[config.mk]
export PLATFORM = sky130hd
export DESIGN_NAME = tick_accumulator_frame_pacer_unit_flat
export DESIGN_NICKNAME = d
export VERILOG_FILES = /design/src/rtl/tafp_pkg.sv /design/src/rtl/tafp_if.sv /design/src/rtl/tafp_tick_div.sv /design/src/rtl/tafp_prog_div.sv /design/src/rtl/tick_accumulator_frame_pacer_unit.sv /design/src/flat_wrapper.sv
export SDC_FILE = /design/constraint.sdc
export NUM_CORES = 1
export LEC_CHECK = 0
export CELL_PAD_IN_SITES_DETAIL_PLACEMENT = 1
export CELL_PAD_IN_SITES_GLOBAL_PLACEMENT = 1
export CORE_ASPECT_RATIO = 0.5
export CORE_MARGIN = 5
export CORE_UTILIZATION = 45
export DETAILED_ROUTE_END_ITERATION = 7
export DONT_BUFFER_PORTS = 1
export GPL_ROUTABILITY_DRIVEN = 0
export MAX_ROUTING_LAYER = met4
export PLACE_DENSITY = 0.78
export SLEW_MARGIN = 10
export SYNTH_ARGS = -nofsm -noshare
export SYNTH_HDL_FRONTEND = slang
export SYNTH_HIERARCHICAL = 1
export SYNTH_SLANG_ARGS = --single-unit
[constraint.sdc]
create_clock -name i_clk -period 6.48 [get_ports i_clk]
set_input_delay 0.324 -clock i_clk [delete_from_list [all_inputs] [get_ports i_clk]]
set_output_delay 0.324 -clock i_clk [all_outputs]
set_load 0.01 [all_outputs]
[src/rtl/tafp_pkg.sv]
// ----------------------------------------------------------------------------
// tafp_pkg: shared constants and types for the tick accumulator frame pacer
// Widths of the timestamp, remainder, budget and result fields, the tick
// length and the result record of the serial tick divider.
// ----------------------------------------------------------------------------
package tafp_pkg;

    // tick length in microseconds, 1 to 4095
    localparam int unsigned TICK_US   = 4000;

    localparam int unsigned NOW_W     = 48;
    localparam int unsigned RES_W     = 12;
    localparam int unsigned TOTAL_W   = NOW_W + 1;
    localparam int unsigned RT_W      = 32;
    localparam int unsigned BUDGET_W  = 15;
    localparam int unsigned PHASE_W   = 4;
    localparam int unsigned PHASE_N   = 14;
    localparam int unsigned DLY_W     = BUDGET_W + RES_W;
    localparam int unsigned PROG_FRAC = 16;
    localparam int unsigned PROG_W    = PROG_FRAC + 1;

    localparam int unsigned TCNT_W    = $clog2(TOTAL_W);
    localparam int unsigned PCNT_W    = $clog2(PROG_FRAC);

    // quotient, quotient modulo the phase length, remainder
    typedef struct packed {
        logic [TOTAL_W-1:0] ticks;
        logic [PHASE_W-1:0] tmod;
        logic [RES_W-1:0]   rem;
    } t_tick_res;

endpackage

[src/rtl/tafp_if.sv]
// ----------------------------------------------------------------------------
// tafp_if: valid/ready channels of the frame pacer
// Input item channel, result channel and budget register write channel.
// ----------------------------------------------------------------------------
interface tafp_in_if;
    logic                            valid;
    logic                            ready;
    logic [tafp_pkg::NOW_W-1:0]      now_us;
    logic                            restart;
    logic                            commit;

    modport source (output valid, now_us, restart, commit, input ready);
    modport sink   (input valid, now_us, restart, commit, output ready);
endinterface

interface tafp_out_if;
    logic                            valid;
    logic                            ready;
    logic [tafp_pkg::RT_W-1:0]       running_time;
    logic [tafp_pkg::PHASE_W-1:0]    phase_count;
    logic [tafp_pkg::RT_W-1:0]       frame_ticks;
    logic                            budget_pending;
    logic                            pacing_off;
    logic [tafp_pkg::DLY_W-1:0]      delay_us;
    logic [tafp_pkg::PROG_W-1:0]     progress;

    modport source (output valid, running_time, phase_count, frame_ticks, budget_pending,
                    pacing_off, delay_us, progress, input ready);
    modport sink   (input valid, running_time, phase_count, frame_ticks, budget_pending,
                    pacing_off, delay_us, progress, output ready);
endinterface

interface tafp_cfg_if;
    logic                            valid;
    logic                            ready;
    logic [tafp_pkg::BUDGET_W-1:0]   frame_tick_budget;

    modport source (output valid, frame_tick_budget, input ready);
    modport sink   (input valid, frame_tick_budget, output ready);
endinterface

[src/rtl/tafp_tick_div.sv]
// ----------------------------------------------------------------------------
// tafp_tick_div: bit-serial divider by the tick length
// Restoring division of the elapsed time, one quotient bit per cycle, with
// the quotient modulo the phase length tracked alongside.
// ----------------------------------------------------------------------------
module tafp_tick_div (
    input  logic                         i_clk,
    input  logic                         i_rst_n,
    input  logic                         i_start,
    input  logic [tafp_pkg::TOTAL_W-1:0] i_total,
    output logic                         o_done,
    output tafp_pkg::t_tick_res          o_res
);

    logic                            r_busy;
    logic                            r_done;
    logic [tafp_pkg::TCNT_W-1:0]     r_cnt;
    logic [tafp_pkg::TOTAL_W-1:0]    r_shift;
    logic [tafp_pkg::RES_W-1:0]      r_rem;
    logic [tafp_pkg::PHASE_W-1:0]    r_mod;

    logic [tafp_pkg::RES_W:0]        rem_sh;
    logic                            q_bit;
    logic [tafp_pkg::RES_W-1:0]      n_rem;
    logic [tafp_pkg::PHASE_W:0]      mod_sh;
    logic [tafp_pkg::PHASE_W-1:0]    n_mod;

    always_comb begin
        rem_sh = {r_rem, r_shift[tafp_pkg::TOTAL_W-1]};
        q_bit  = rem_sh >= (tafp_pkg::RES_W+1)'(tafp_pkg::TICK_US);
        if (q_bit) begin
            n_rem = tafp_pkg::RES_W'(rem_sh - (tafp_pkg::RES_W+1)'(tafp_pkg::TICK_US));
        end else begin
            n_rem = tafp_pkg::RES_W'(rem_sh);
        end
        // quotient so far, modulo the phase length
        mod_sh = {r_mod, q_bit};
        if (mod_sh >= (tafp_pkg::PHASE_W+1)'(tafp_pkg::PHASE_N)) begin
            n_mod = tafp_pkg::PHASE_W'(mod_sh - (tafp_pkg::PHASE_W+1)'(tafp_pkg::PHASE_N));
        end else begin
            n_mod = tafp_pkg::PHASE_W'(mod_sh);
        end
    end

    always_ff @(posedge i_clk) begin
        if (!i_rst_n) begin
            r_busy <= 1'b0;
            r_done <= 1'b0;
            r_cnt  <= '0;
        end else begin
            r_done <= 1'b0;
            if (i_start) begin
                r_busy <= 1'b1;
                r_cnt  <= tafp_pkg::TCNT_W'(tafp_pkg::TOTAL_W - 1);
            end else if (r_busy) begin
                r_cnt <= r_cnt - 1'b1;
                if (r_cnt == '0) begin
                    r_busy <= 1'b0;
                    r_done <= 1'b1;
                end
            end
        end
    end

    // dividend bits leave at the top while quotient bits enter at the bottom
    always_ff @(posedge i_clk) begin
        if (i_start) begin
            r_shift <= i_total;
            r_rem   <= '0;
            r_mod   <= '0;
        end else if (r_busy) begin
            r_shift <= {r_shift[tafp_pkg::TOTAL_W-2:0], q_bit};
            r_rem   <= n_rem;
            r_mod   <= n_mod;
        end
    end

    assign o_done      = r_done;
    assign o_res.ticks = r_shift;
    assign o_res.tmod  = r_mod;
    assign o_res.rem   = r_rem;

endmodule

[src/rtl/tafp_prog_div.sv]
// ----------------------------------------------------------------------------
// tafp_prog_div: bit-serial fraction divider for frame progress
// Restoring division of a numerator below the denominator, giving the
// fraction bits one per cycle.
// ----------------------------------------------------------------------------
module tafp_prog_div (
    input  logic                           i_clk,
    input  logic                           i_rst_n,
    input  logic                           i_start,
    input  logic [tafp_pkg::DLY_W-1:0]     i_num,
    input  logic [tafp_pkg::DLY_W-1:0]     i_den,
    output logic                           o_done,
    output logic [tafp_pkg::PROG_FRAC-1:0] o_quot
);

    logic                            r_busy;
    logic                            r_done;
    logic [tafp_pkg::PCNT_W-1:0]     r_cnt;
    logic [tafp_pkg::DLY_W-1:0]      r_rem;
    logic [tafp_pkg::DLY_W-1:0]      r_den;
    logic [tafp_pkg::PROG_FRAC-1:0]  r_quot;

    logic [tafp_pkg::DLY_W:0]        rem_sh;
    logic                            q_bit;
    logic [tafp_pkg::DLY_W-1:0]      n_rem;

    always_comb begin
        rem_sh = {r_rem, 1'b0};
        q_bit  = rem_sh >= {1'b0, r_den};
        if (q_bit) begin
            n_rem = tafp_pkg::DLY_W'(rem_sh - {1'b0, r_den});
        end else begin
            n_rem = tafp_pkg::DLY_W'(rem_sh);
        end
    end

    always_ff @(posedge i_clk) begin
        if (!i_rst_n) begin
            r_busy <= 1'b0;
            r_done <= 1'b0;
            r_cnt  <= '0;
        end else begin
            r_done <= 1'b0;
            if (i_start) begin
                r_busy <= 1'b1;
                r_cnt  <= tafp_pkg::PCNT_W'(tafp_pkg::PROG_FRAC - 1);
            end else if (r_busy) begin
                r_cnt <= r_cnt - 1'b1;
                if (r_cnt == '0) begin
                    r_busy <= 1'b0;
                    r_done <= 1'b1;
                end
            end
        end
    end

    always_ff @(posedge i_clk) begin
        if (i_start) begin
            r_rem  <= i_num;
            r_den  <= i_den;
            r_quot <= '0;
        end else if (r_busy) begin
            r_rem  <= n_rem;
            r_quot <= {r_quot[tafp_pkg::PROG_FRAC-2:0], q_bit};
        end
    end

    assign o_done = r_done;
    assign o_quot = r_quot;

endmodule

[src/rtl/tick_accumulator_frame_pacer_unit.sv]
// ----------------------------------------------------------------------------
// tick_accumulator_frame_pacer_unit: tick accumulator and frame pacer
// Turns host timestamps into whole ticks, keeps running time, tick phase and
// frame tick count, and reports frame pacing against a tick budget.
// ----------------------------------------------------------------------------
// One item at a time. For an advancing timestamp with the budget still
// pending, the elapsed time is divided by the tick length in a bit-serial
// divider (49 steps), then the progress fraction comes from a 16-step serial
// divider. Once the budget is reached, or with pacing off, the progress
// divider is skipped. A restart or a timestamp that goes backwards skips the
// tick divider. A new item is taken as soon as the previous result is in the
// output register, even if it is not yet taken.
// The budget register may be written at any time the unit is idle.
module tick_accumulator_frame_pacer_unit (
    input  logic        i_clk,
    input  logic        i_rst_n,
    tafp_cfg_if.sink    i_cfg,
    tafp_in_if.sink     i_item,
    tafp_out_if.source  o_result
);

    typedef enum logic [3:0] {
        S_IDLE,
        S_PREP,
        S_TSTART,
        S_TDIV,
        S_MUL1,
        S_MUL2,
        S_PSTART,
        S_PDIV,
        S_OUT
    } t_state;

    t_state                              r_state;

    logic [tafp_pkg::BUDGET_W-1:0]       r_budget;
    logic [tafp_pkg::NOW_W-1:0]          r_last;
    logic [tafp_pkg::RES_W-1:0]          r_res;
    logic [tafp_pkg::RT_W-1:0]           r_time;
    logic [tafp_pkg::RT_W-1:0]           r_fa;
    logic [tafp_pkg::PHASE_W-1:0]        r_phase;

    logic [tafp_pkg::NOW_W-1:0]          r_now;
    logic                                r_restart;
    logic                                r_commit;
    logic [tafp_pkg::TOTAL_W-1:0]        r_diff;
    logic                                r_pend;
    logic [tafp_pkg::DLY_W-1:0]          r_gap_us;
    logic [tafp_pkg::DLY_W-1:0]          r_done_us;
    logic [tafp_pkg::DLY_W-1:0]          r_delay;
    logic [tafp_pkg::PROG_W-1:0]         r_prog;

    logic                                r_ovalid;
    logic [tafp_pkg::RT_W-1:0]           r_o_time;
    logic [tafp_pkg::PHASE_W-1:0]        r_o_phase;
    logic [tafp_pkg::RT_W-1:0]           r_o_fa;
    logic                                r_o_pend;
    logic                                r_o_off;
    logic [tafp_pkg::DLY_W-1:0]          r_o_delay;
    logic [tafp_pkg::PROG_W-1:0]         r_o_prog;

    logic                                accept;
    logic [tafp_pkg::TOTAL_W-1:0]        diff_full;
    logic                                backwards;
    logic [tafp_pkg::TOTAL_W-1:0]        total;
    logic                                tick_done;
    tafp_pkg::t_tick_res                 tres;
    logic [tafp_pkg::RT_W:0]             fa_sum;
    logic                                fa_sat;
    logic [tafp_pkg::PHASE_W-1:0]        ph0;
    logic [tafp_pkg::PHASE_W-1:0]        n_phase;
    logic                                pacing_on;
    logic                                n_pend;
    logic [tafp_pkg::BUDGET_W-1:0]       gap;
    logic [tafp_pkg::BUDGET_W-1:0]       mul_a;
    logic [tafp_pkg::DLY_W-1:0]          prod;
    logic                                prog_done;
    logic [tafp_pkg::PROG_FRAC-1:0]      prog_quot;
    logic                                out_load;

    assign accept       = i_item.valid && i_item.ready;
    assign i_item.ready = (r_state == S_IDLE);
    assign i_cfg.ready  = 1'b1;

    always_comb begin
        diff_full = {1'b0, r_now} - {1'b0, r_last};
        backwards = diff_full[tafp_pkg::TOTAL_W-1];
        total     = r_diff + tafp_pkg::TOTAL_W'(r_res);

        // saturate on any tick count that does not fit beside the frame count
        fa_sum = {1'b0, r_fa} + {1'b0, tres.ticks[tafp_pkg::RT_W-1:0]};
        fa_sat = (|tres.ticks[tafp_pkg::TOTAL_W-1:tafp_pkg::RT_W]) || fa_sum[tafp_pkg::RT_W];

        // step the phase backwards by the tick count modulo the phase length
        ph0 = r_phase - 1'b1;
        if (ph0 >= tres.tmod) begin
            n_phase = ph0 - tres.tmod + 1'b1;
        end else begin
            n_phase = ph0 + tafp_pkg::PHASE_W'(tafp_pkg::PHASE_N) - tres.tmod + 1'b1;
        end

        pacing_on = (r_budget != '0);
        n_pend    = pacing_on && (r_fa < tafp_pkg::RT_W'(r_budget));
        gap       = r_budget - r_fa[tafp_pkg::BUDGET_W-1:0];

        // one constant multiplier, shared by the remaining and the done time
        mul_a = (r_state == S_MUL1) ? gap : r_fa[tafp_pkg::BUDGET_W-1:0];
        prod  = tafp_pkg::DLY_W'(mul_a) * tafp_pkg::DLY_W'(tafp_pkg::TICK_US);

        out_load = (r_state == S_OUT) && (!r_ovalid || o_result.ready);
    end

    tafp_tick_div u_tick_div (
        .i_clk   (i_clk),
        .i_rst_n (i_rst_n),
        .i_start (r_state == S_TSTART),
        .i_total (total),
        .o_done  (tick_done),
        .o_res   (tres)
    );

    tafp_prog_div u_prog_div (
        .i_clk   (i_clk),
        .i_rst_n (i_rst_n),
        .i_start (r_state == S_PSTART),
        .i_num   (r_done_us),
        .i_den   (r_done_us + r_delay),
        .o_done  (prog_done),
        .o_quot  (prog_quot)
    );

    always_ff @(posedge i_clk) begin
        if (!i_rst_n) begin
            r_state  <= S_IDLE;
            r_budget <= '0;
            r_last   <= '0;
            r_res    <= '0;
            r_time   <= '0;
            r_fa     <= '0;
            r_phase  <= tafp_pkg::PHASE_W'(tafp_pkg::PHASE_N);
            r_ovalid <= 1'b0;
        end else begin
            if (i_cfg.valid) begin
                r_budget <= i_cfg.frame_tick_budget;
            end

            if (out_load) begin
                r_ovalid <= 1'b1;
            end else if (o_result.ready) begin
                r_ovalid <= 1'b0;
            end

            unique case (r_state)
                S_IDLE: begin
                    if (accept) begin
                        r_now     <= i_item.now_us;
                        r_restart <= i_item.restart;
                        r_commit  <= i_item.commit;
                        r_state   <= S_PREP;
                    end
                end
                S_PREP: begin
                    r_last <= r_now;
                    if (r_restart) begin
                        r_phase <= tafp_pkg::PHASE_W'(tafp_pkg::PHASE_N);
                        r_res   <= '0;
                        r_fa    <= '0;
                        r_state <= S_MUL1;
                    end else if (backwards) begin
                        // new baseline, no ticks counted
                        r_res   <= '0;
                        r_state <= S_MUL1;
                    end else begin
                        r_diff  <= diff_full;
                        r_state <= S_TSTART;
                    end
                end
                S_TSTART: begin
                    r_state <= S_TDIV;
                end
                S_TDIV: begin
                    if (tick_done) begin
                        r_time  <= r_time + tres.ticks[tafp_pkg::RT_W-1:0];
                        r_fa    <= fa_sat ? '1 : fa_sum[tafp_pkg::RT_W-1:0];
                        r_res   <= tres.rem;
                        r_phase <= n_phase;
                        r_state <= S_MUL1;
                    end
                end
                S_MUL1: begin
                    r_pend   <= n_pend;
                    r_gap_us <= prod;
                    r_state  <= S_MUL2;
                end
                S_MUL2: begin
                    if (r_pend) begin
                        r_done_us <= prod + tafp_pkg::DLY_W'(r_res);
                        r_delay   <= r_gap_us - tafp_pkg::DLY_W'(r_res);
                        r_state   <= S_PSTART;
                    end else begin
                        r_delay <= '0;
                        r_prog  <= {pacing_on, {tafp_pkg::PROG_FRAC{1'b0}}};
                        r_state <= S_OUT;
                    end
                end
                S_PSTART: begin
                    r_state <= S_PDIV;
                end
                S_PDIV: begin
                    if (prog_done) begin
                        r_prog  <= {1'b0, prog_quot};
                        r_state <= S_OUT;
                    end
                end
                S_OUT: begin
                    // hold until the output register is free
                    if (out_load) begin
                        r_o_time  <= r_time;
                        r_o_phase <= r_phase;
                        r_o_fa    <= r_fa;
                        r_o_pend  <= r_pend;
                        r_o_off   <= !pacing_on;
                        r_o_delay <= r_delay;
                        r_o_prog  <= r_prog;
                        if (r_commit) begin
                            r_fa <= '0;
                        end
                        r_state <= S_IDLE;
                    end
                end
                default: begin
                    r_state <= S_IDLE;
                end
            endcase
        end
    end

    assign o_result.valid          = r_ovalid;
    assign o_result.running_time   = r_o_time;
    assign o_result.phase_count    = r_o_phase;
    assign o_result.frame_ticks    = r_o_fa;
    assign o_result.budget_pending = r_o_pend;
    assign o_result.pacing_off     = r_o_off;
    assign o_result.delay_us       = r_o_delay;
    assign o_result.progress       = r_o_prog;

    a_phase_range: assert property (@(posedge i_clk) disable iff (!i_rst_n)
        (r_phase != '0) && (r_phase <= tafp_pkg::PHASE_W'(tafp_pkg::PHASE_N)))
        else $error("tick phase out of range");

    a_tick_done_state: assert property (@(posedge i_clk) disable iff (!i_rst_n)
        tick_done |-> (r_state == S_TDIV))
        else $error("tick divider finished outside its wait state");

    a_pending_result: assert property (@(posedge i_clk) disable iff (!i_rst_n)
        (o_result.valid && o_result.budget_pending) |->
            (!o_result.pacing_off && !o_result.progress[tafp_pkg::PROG_W-1]
             && (o_result.delay_us != '0)))
        else $error("pending result with inconsistent delay or progress");

    a_pacing_off_result: assert property (@(posedge i_clk) disable iff (!i_rst_n)
        (o_result.valid && o_result.pacing_off) |->
            (!o_result.budget_pending && (o_result.delay_us == '0)
             && (o_result.progress == '0)))
        else $error("pacing off but pacing results not cleared");

    a_one_at_a_time: assert property (@(posedge i_clk) disable iff (!i_rst_n)
        accept |=> !i_item.ready)
        else $error("input taken while an item is in progress");

endmodule
[src/flat_wrapper.sv]
// flat-port wrapper written by rule: the top's interface ports become plain ports
module tick_accumulator_frame_pacer_unit_flat 
  (i_clk, i_rst_n, i_cfg_valid, i_cfg_frame_tick_budget, i_cfg_ready, i_item_valid, i_item_now_us, i_item_restart, i_item_commit, i_item_ready, o_result_valid, o_result_running_time, o_result_phase_count, o_result_frame_ticks, o_result_budget_pending, o_result_pacing_off, o_result_delay_us, o_result_progress, o_result_ready);
  tafp_cfg_if i_cfg_i ();
  tafp_in_if i_item_i ();
  tafp_out_if o_result_i ();
  input  logic i_clk;
  input  logic i_rst_n;
  input wire logic [$bits(i_cfg_i.valid)-1:0] i_cfg_valid;
  input wire logic [$bits(i_cfg_i.frame_tick_budget)-1:0] i_cfg_frame_tick_budget;
  output wire logic [$bits(i_cfg_i.ready)-1:0] i_cfg_ready;
  input wire logic [$bits(i_item_i.valid)-1:0] i_item_valid;
  input wire logic [$bits(i_item_i.now_us)-1:0] i_item_now_us;
  input wire logic [$bits(i_item_i.restart)-1:0] i_item_restart;
  input wire logic [$bits(i_item_i.commit)-1:0] i_item_commit;
  output wire logic [$bits(i_item_i.ready)-1:0] i_item_ready;
  output wire logic [$bits(o_result_i.valid)-1:0] o_result_valid;
  output wire logic [$bits(o_result_i.running_time)-1:0] o_result_running_time;
  output wire logic [$bits(o_result_i.phase_count)-1:0] o_result_phase_count;
  output wire logic [$bits(o_result_i.frame_ticks)-1:0] o_result_frame_ticks;
  output wire logic [$bits(o_result_i.budget_pending)-1:0] o_result_budget_pending;
  output wire logic [$bits(o_result_i.pacing_off)-1:0] o_result_pacing_off;
  output wire logic [$bits(o_result_i.delay_us)-1:0] o_result_delay_us;
  output wire logic [$bits(o_result_i.progress)-1:0] o_result_progress;
  input wire logic [$bits(o_result_i.ready)-1:0] o_result_ready;
  assign i_cfg_i.valid = i_cfg_valid;
  assign i_cfg_i.frame_tick_budget = i_cfg_frame_tick_budget;
  assign i_cfg_ready = i_cfg_i.ready;
  assign i_item_i.valid = i_item_valid;
  assign i_item_i.now_us = i_item_now_us;
  assign i_item_i.restart = i_item_restart;
  assign i_item_i.commit = i_item_commit;
  assign i_item_ready = i_item_i.ready;
  assign o_result_valid = o_result_i.valid;
  assign o_result_running_time = o_result_i.running_time;
  assign o_result_phase_count = o_result_i.phase_count;
  assign o_result_frame_ticks = o_result_i.frame_ticks;
  assign o_result_budget_pending = o_result_i.budget_pending;
  assign o_result_pacing_off = o_result_i.pacing_off;
  assign o_result_delay_us = o_result_i.delay_us;
  assign o_result_progress = o_result_i.progress;
  assign o_result_i.ready = o_result_ready;
  tick_accumulator_frame_pacer_unit u_core (.i_clk(i_clk), .i_rst_n(i_rst_n), .i_cfg(i_cfg_i), .i_item(i_item_i), .o_result(o_result_i));
endmodule
== Yosys cells after proc, flatten, opt, wreduce, memory -nomap -nowiden ==
Cells that the tools add are included.

* Eq/ne operators: 16
* Reduce and logical (&&, ||, !) cells: 33
* Multipliers: 1
* Add/sub/neg operators: 19
* Order comparisons: 5
* Bitwise gates (word level): 5
* Muxes and demuxes: 47

{| class="wikitable"
|+ Operator list
! cell !! number
|-
| two-way mux 32 bit || 5
|-
| two-way mux 49 bit || 2
|-
| case mux 32 bit (3 select lines) || 1
|-
| two-way mux 27 bit || 3
|-
| adder 48 x 12 -> 49 bit || 1
|-
| subtractor 48 x 48 -> 49 bit || 1
|-
| two-way mux 12 bit || 4
|-
| two-way mux 4 bit || 12
|-
| case mux 4 bit (9 select lines) || 1
|-
| two-way mux 17 bit || 2
|-
| case mux 17 bit (2 select lines) || 1
|-
| adder 32 x 32 -> 33 bit || 1
|-
| adder 32 bit || 1
|-
| < comparator 32 x 15 -> 1 bit || 1
|-
| >= comparator 28 x 27 -> 1 bit || 1
|-
| adder 27 x 12 -> 27 bit || 1
|-
| adder 27 bit || 1
|-
| subtractor 27 x 12 -> 27 bit || 1
|-
| subtractor 27 bit || 1
|-
| case mux 12 bit (2 select lines) || 1
|-
| multiplier 15 x 7 -> 22 bit (second input constant) || 1
|-
| OR reduction 17 bit || 1
|-
| equality test 4 x 3 -> 1 bit (second input constant) || 4
|-
| two-way mux 15 bit || 1
|-
| other kinds (36) || 77
|}

* Bits of input ports: 70
* Bits in registers: 603
* Output and inout bits: 117
* Logic and storage cells: 163

== Logic depth before layout (Yosys ltp) ==
* Depth after elaboration: 7
* Mapped depth: 32
* Depth with buffers taken out: 32

== Cells and area by module ==
Netlist, hierarchy kept.

{| class="wikitable"
|+ By module, submodules not included
! module !! cells each !! area each (µm²) !! seq. area each (µm²) !! instances
|-
| tick_accumulator_frame_pacer_unit || 2866 || 28205.8 || 12151.7 || 1
|-
| tafp_prog_div || 418 || 4586.9 || 2062.0 || 1
|-
| tafp_tick_div || 247 || 3344.5 || 1951.9 || 1
|}

== Least setup slack after synthesis ==
Ideal clock, no wire load.

* Path type: register to register
* Start: reg u_core/r_fa[0] (netlist bit)
* End: reg u_core/r_done_us[26] (netlist bit), data pin
* Arrival time: 6.572 ns
* Setup slack: -0.353 ns
* Library setup time: 0.262 ns
* Path buffers: 0
* Stages on the path, launching flop included: 28
* Data required time: 6.218 ns
* Period minus slack after synthesis: 6.833 ns
* Cells stage by stage: dfxtp_1 ha_1 inv_1 fa_1 a21o_1 a21o_1 a21o_1 a21oi_1 o21ai_1 a31o_2 xor2_1 mux2i_1 inv_1 ha_1 inv_1 fa_1 fa_1 fa_1 inv_1 ha_1 nor2b_1 a31oi_4 o31ai_2 or4b_4 or2_4 nor3_2 nand4_1 xnor2_1

* Cells in the longest elaborated chain, start to end: 4

{| class="wikitable"
|+ RTL lines
! element !! RTL line !! source
|-
| start, declared || tick_accumulator_frame_pacer_unit.sv:40 || <nowiki>logic [tafp_pkg::RT_W-1:0] r_fa;</nowiki>
|-
| start signal, assigned || tick_accumulator_frame_pacer_unit.sv:184 || <nowiki>r_fa <= fa_sat ? '1 : fa_sum[tafp_pkg::RT_W-1:0];</nowiki>
|-
| subtractor 15 bit || tick_accumulator_frame_pacer_unit.sv:104 || <nowiki>gap = r_budget - r_fa[tafp_pkg::BUDGET_W-1:0];</nowiki>
|-
| two-way mux 15 bit * || tick_accumulator_frame_pacer_unit.sv:107 || <nowiki>mul_a = (r_state == S_MUL1) ? gap : r_fa[tafp_pkg::BUDGET_W-1:0];</nowiki>
|-
| multiplier 15 x 7 -> 22 bit * || tick_accumulator_frame_pacer_unit.sv:108 || <nowiki>prod = tafp_pkg::DLY_W'(mul_a) * tafp_pkg::DLY_W'(tafp_pkg::TICK_US);</nowiki>
|-
| adder 27 x 12 -> 27 bit * || tick_accumulator_frame_pacer_unit.sv:197 || <nowiki>r_done_us <= prod + tafp_pkg::DLY_W'(r_res);</nowiki>
|-
| end signal, assigned || tick_accumulator_frame_pacer_unit.sv:197 ||
|-
| end, declared || tick_accumulator_frame_pacer_unit.sv:49 || <nowiki>logic [tafp_pkg::DLY_W-1:0] r_done_us;</nowiki>
|}

Every way passes the cells marked *; elsewhere a longest branch is shown, timed or not.
A chain may end at the register's enable or synchronous reset.

== Worst setup path in the final report ==
* Start: reg u_core/r_budget[0] (netlist bit)
* End: reg u_core/r_done_us[21] (netlist bit), data pin

* Cells in the longest elaborated chain, start to end: 4

{| class="wikitable"
|+ RTL lines
! element !! RTL line !! source
|-
| start, declared || tick_accumulator_frame_pacer_unit.sv:36 || <nowiki>logic [tafp_pkg::BUDGET_W-1:0] r_budget;</nowiki>
|-
| start signal, assigned || tick_accumulator_frame_pacer_unit.sv:144 || <nowiki>r_budget <= i_cfg.frame_tick_budget;</nowiki>
|-
| subtractor 15 bit || tick_accumulator_frame_pacer_unit.sv:104 ||
|-
| two-way mux 15 bit || tick_accumulator_frame_pacer_unit.sv:107 ||
|-
| multiplier 15 x 7 -> 22 bit || tick_accumulator_frame_pacer_unit.sv:108 ||
|-
| adder 27 x 12 -> 27 bit || tick_accumulator_frame_pacer_unit.sv:197 ||
|}

Every way passes these cells.

==> impl_results.md <==
* Status: finished, violations left
* Failing checks: negative setup slack
* DP Wirelength at 69800 µm
* Largest area contributor in the netlist: edfxtp_1
* Area Overhead vs Synth at 15.0%
* Worst hold path class: in -> reg
* DRC Markers at 0
* Number of vias per cell at 5.69
* Most numerous cell in the Yosys netlist: edfxtp_1
* Met3 WL at 3780 µm
* Die Ht at 210 µm
* Worst vdd ir at 0.000207 V
* Top_reg_cell synth: edfxtp_1
* CP max stage cell: fa_1
* Full die area at 0.0864 mm²
* Root Buffer: clkbuf_16
* Global-route usage over all layers at 22.9%
* Share of flip-flops with an asynchronous set or reset at 0%
* CP Capture Type: flop
* Syn Inst Count at 3531
* Largest net degree at the start of global routing at 71
* NetSw at 3.35 mW
* Final Cycle Share at 113%
* TritonCTS clock tree: done
* Yosys cell types at 118
* Critical Setup Path Class: reg -> reg
* Routed length on met1 at 42800 µm
* Flop pwr share at 41.3%
* Final setup fails at 17
* Max-slew headroom at the worst pin at 23.9%
* Top cells by instance count after synthesis: 409 x edfxtp_1, 308 x a21oi_1, 299 x inv_1
* Comb power frac at 25.0%
* Int Pwr at 7.68 mW
* Post-Route WL at 104000 µm
* DR pass1 iterations at 5
* Final Max Tran Viols at 0
* Critical R2R Launch: u_core/r_budget[0]
* Setup WS post-layout at -0.814 ns
* Final min period at 7.29 ns
* DR iter-0 viols at 1853
* Fin. Hold Viols at 0
* Placed Instance Area at 0.0378 mm²
* Setup WS pre-CTS at -0.445 ns
* Hold path endpoint: u_core/r_state[3]
* Share of the synthesized area in the top cell type at 34.0%
* Grt total ovfl at 0
* Seq/Total Area, Yosys at 44.7%
* Number of synthesized flops with an enable pin at 409
* WHS Path Cells at 5
* DR top layer: met4
* Largest family of logic cells by synthesized area: compound AO/OA/AOI/OAI gates
* P per Cell Area at 265 mW/mm²
* CP max stage delay at 0.66 ns
* Worst-Skew Late Latency at 0.66 ns
* Lkg Pwr at 16.1 nW
* Post-synthesis register bit count at 603
* Simple-gate share of the synthesized area at 12.4%
* Startpoint Class: flop
* Complex-gate fraction of the synthesized area at 14.9%
* Sw Share at 30.4%
* WL per Instance at 21.6 µm
* Post-route cell area at 0.0416 mm²
* Crit path DAT at 7.70 ns
* Fill cells at 8611
* Core area at 0.0796 mm²
* Layout cells sized above 1 at 12.5%
* Clock Pin Slew Worst Setup and Hold Paths at 0.07 ns
* Row count at 73
* Flop2flop setup slack at -0.81 ns
* RSZ-0062 raised after global routing: yes
* Setup TNS at -8.19 ns
* IO Count at 187
* First-pass GRT wire length at 157000 µm
* H-tree lvl count at 2
* Port Buf Inserts at 0
* Initial antenna violation count at 6
* Max-cap violations at 0
* TritonCTS buffer count at 58
* Hold path startpoint: i_item_valid
* Yosys warning count at 6
* Syn Std Cell Area at 0.0361 mm²
* Maximum clock frequency at 137 MHz
* Initial Util at 45.4%
* Max FO, Critical Path at 3
* Clock sinks at 603
* Synth area leaders: edfxtp_1 34%, dfxtp_1 11%, ha_1 9.6%, a21oi_1 4.3%, xnor2_1 4.2%
* Crit path required time at 6.89 ns
* Synth Net Count at 3934
* Metal2 WL at 52800 µm
* Die span in x at 411 µm
* Clk network pwr share at 33.7%
* Mux cell area share after synthesis at 4.10%
* Final net count at 4089
* Worst Max-Slew Pin Slew at 1.14 ns
* Synthesized area per cell at 10.2 µm²
* Post-Synth Adder-Cell Area at 12.7%
* Clock buffer depth at 3
* Cells on worst reg2reg path at 29
* Crit Reg-Reg Endpoint: u_core/r_done_us[21]
* Synth Area in XOR/XNOR at 6.47%
* Hold_ws at 0.0478 ns
* Post-DRT Antenna Nets at 0
* Via count at 27.5k
* Number of global-route vias before repair at 28.9k
* Clock skew at 0.0334 ns
cell usage in the layout (no fill, tap or decap), drive strengths merged, types with 19 or more instances in the layout:
cell type,Yosys,routed
dlygate4sd3,0,83
nand2b,42,42
mux2,84,84
nor4,21,21
a21oi,311,311
a211oi,34,34
clkbuf,85,75
ha,278,278
xnor2,174,174
a21o,106,106
nand3,67,67
buf,27,124
nor2,248,248
o21a,48,48
clkinv,1,19
xor2,93,93
o21ai,171,171
mux2i,53,53
nor3,54,54
dfxtp,194,194
inv,299,302
fa,55,55
nand4,34,34
edfxtp,409,409
nand2,299,299
o21bai,28,28
nor2b,38,38
and3,28,28
a31oi,22,22
and2,38,38
state kept, by name, summed over array words and instances, names as in the netlist, 32 cells and up:
name / flops
u_core/u_tick_div/r_shift: 49
u_core/r_time: 32
u_core/r_fa: 32
u_core/r_last: 48
u_core/o_result.frame_ticks: 32
u_core/o_result.running_time: 32
u_core/r_diff: 48
u_core/r_now: 48
metrics by stage:
step | utilization [%] | total power [mW] | instances
2_1_floorplan | - | 6.26 | 3531
6_report | 52.3 | 11.0 | 4829
4_1_cts | 51.9 | 10.8 | 4809
3_5_place_dp | 47.5 | 6.91 | 4591
3_3_place_gp | 47.5 | 6.77 | 4591
5_1_grt | 52.3 | 11.5 | 4829
power groups by stage:
stage / Sequential [mW] / Combinational, mW / Clock, mW
final: 4.56 / 2.76 / 3.72
after global routing: 4.57 / 2.98 / 3.98
after CTS: 4.55 / 2.50 / 3.80
after detailed placement: 4.63 / 2.27 / 0
after global placement: 4.62 / 2.15 / 0
after floorplan: 4.56 / 1.69 / 0
how the worst max path moves through the flow:
stage	endpoint	cells past startpoint	slack [ns]	from
after floorplan	u_core/r_done_us[25]	30	-0.02	u_core/r_budget[1]
after global placement	u_core/r_done_us[26]	27	-0.15	u_core/r_budget[1]
after detailed placement	u_core/r_done_us[26]	30	-0.45	u_core/r_budget[1]
after CTS	u_core/r_done_us[26]	30	-0.02	u_core/r_budget[1]
after global routing	u_core/r_done_us[21]	29	-0.91	u_core/r_budget[0]
final	u_core/r_done_us[21]	29	-0.81	u_core/r_budget[0]
cell type report:
class / instances / area [µm²] / area share [%]
Inverter: 300 / 1130 / 2.72
Timing Repair Buffer: 207 / 1820 / 4.39
Tap cell: 1087 / 1360 / 3.27
Antenna cell: 6 / 15.0 / 0.0361
Clock buffer: 75 / 1630 / 3.92
Clock inverter: 35 / 444 / 1.07
Multi-Input combinational cell: 2516 / 19000 / 45.7
Sequential cell: 603 / 16200 / 38.9
logic make-up after synthesis:
group,after synthesis
multiplexers,137
AND/OR/NAND/NOR,934
adder cells (fa/ha/maj),335
AO/OA/AOI/OAI,842
buffers and inverters,412
other,1
XOR/XNOR,267
flip-flops,603
what timing repair did:
action / CTS / global route
hold buffers: 84 / 0
gates resized for setup: 70 / 37
pin swaps: 60 / 39
hold endpoints to repair: 99 / 0
setup endpoints to repair: 11 / 13
buffers inserted: 24 / 17
per-layer routing:
metal,global-route usage [%],up-vias
met5,-,-
met3,2.73,313
met2,40.8,646
met1,27.1,13634
met4,7.63,0
li1,-,12871
worst max-delay path, delay by kind of cell (launching register included):
kind | cells | cell delay [ns]
adders and majority gates | 7 | 3.16
AOI/OAI and AO/OA | 8 | 1.38
and+or+nand+nor | 6 | 1.34
buffers and inverters | 6 | 0.55
DFF | 1 | 0.33
xor gates and xnor gates | 2 | 0.30
Note: power is estimated with default switching activity, not from simulation.
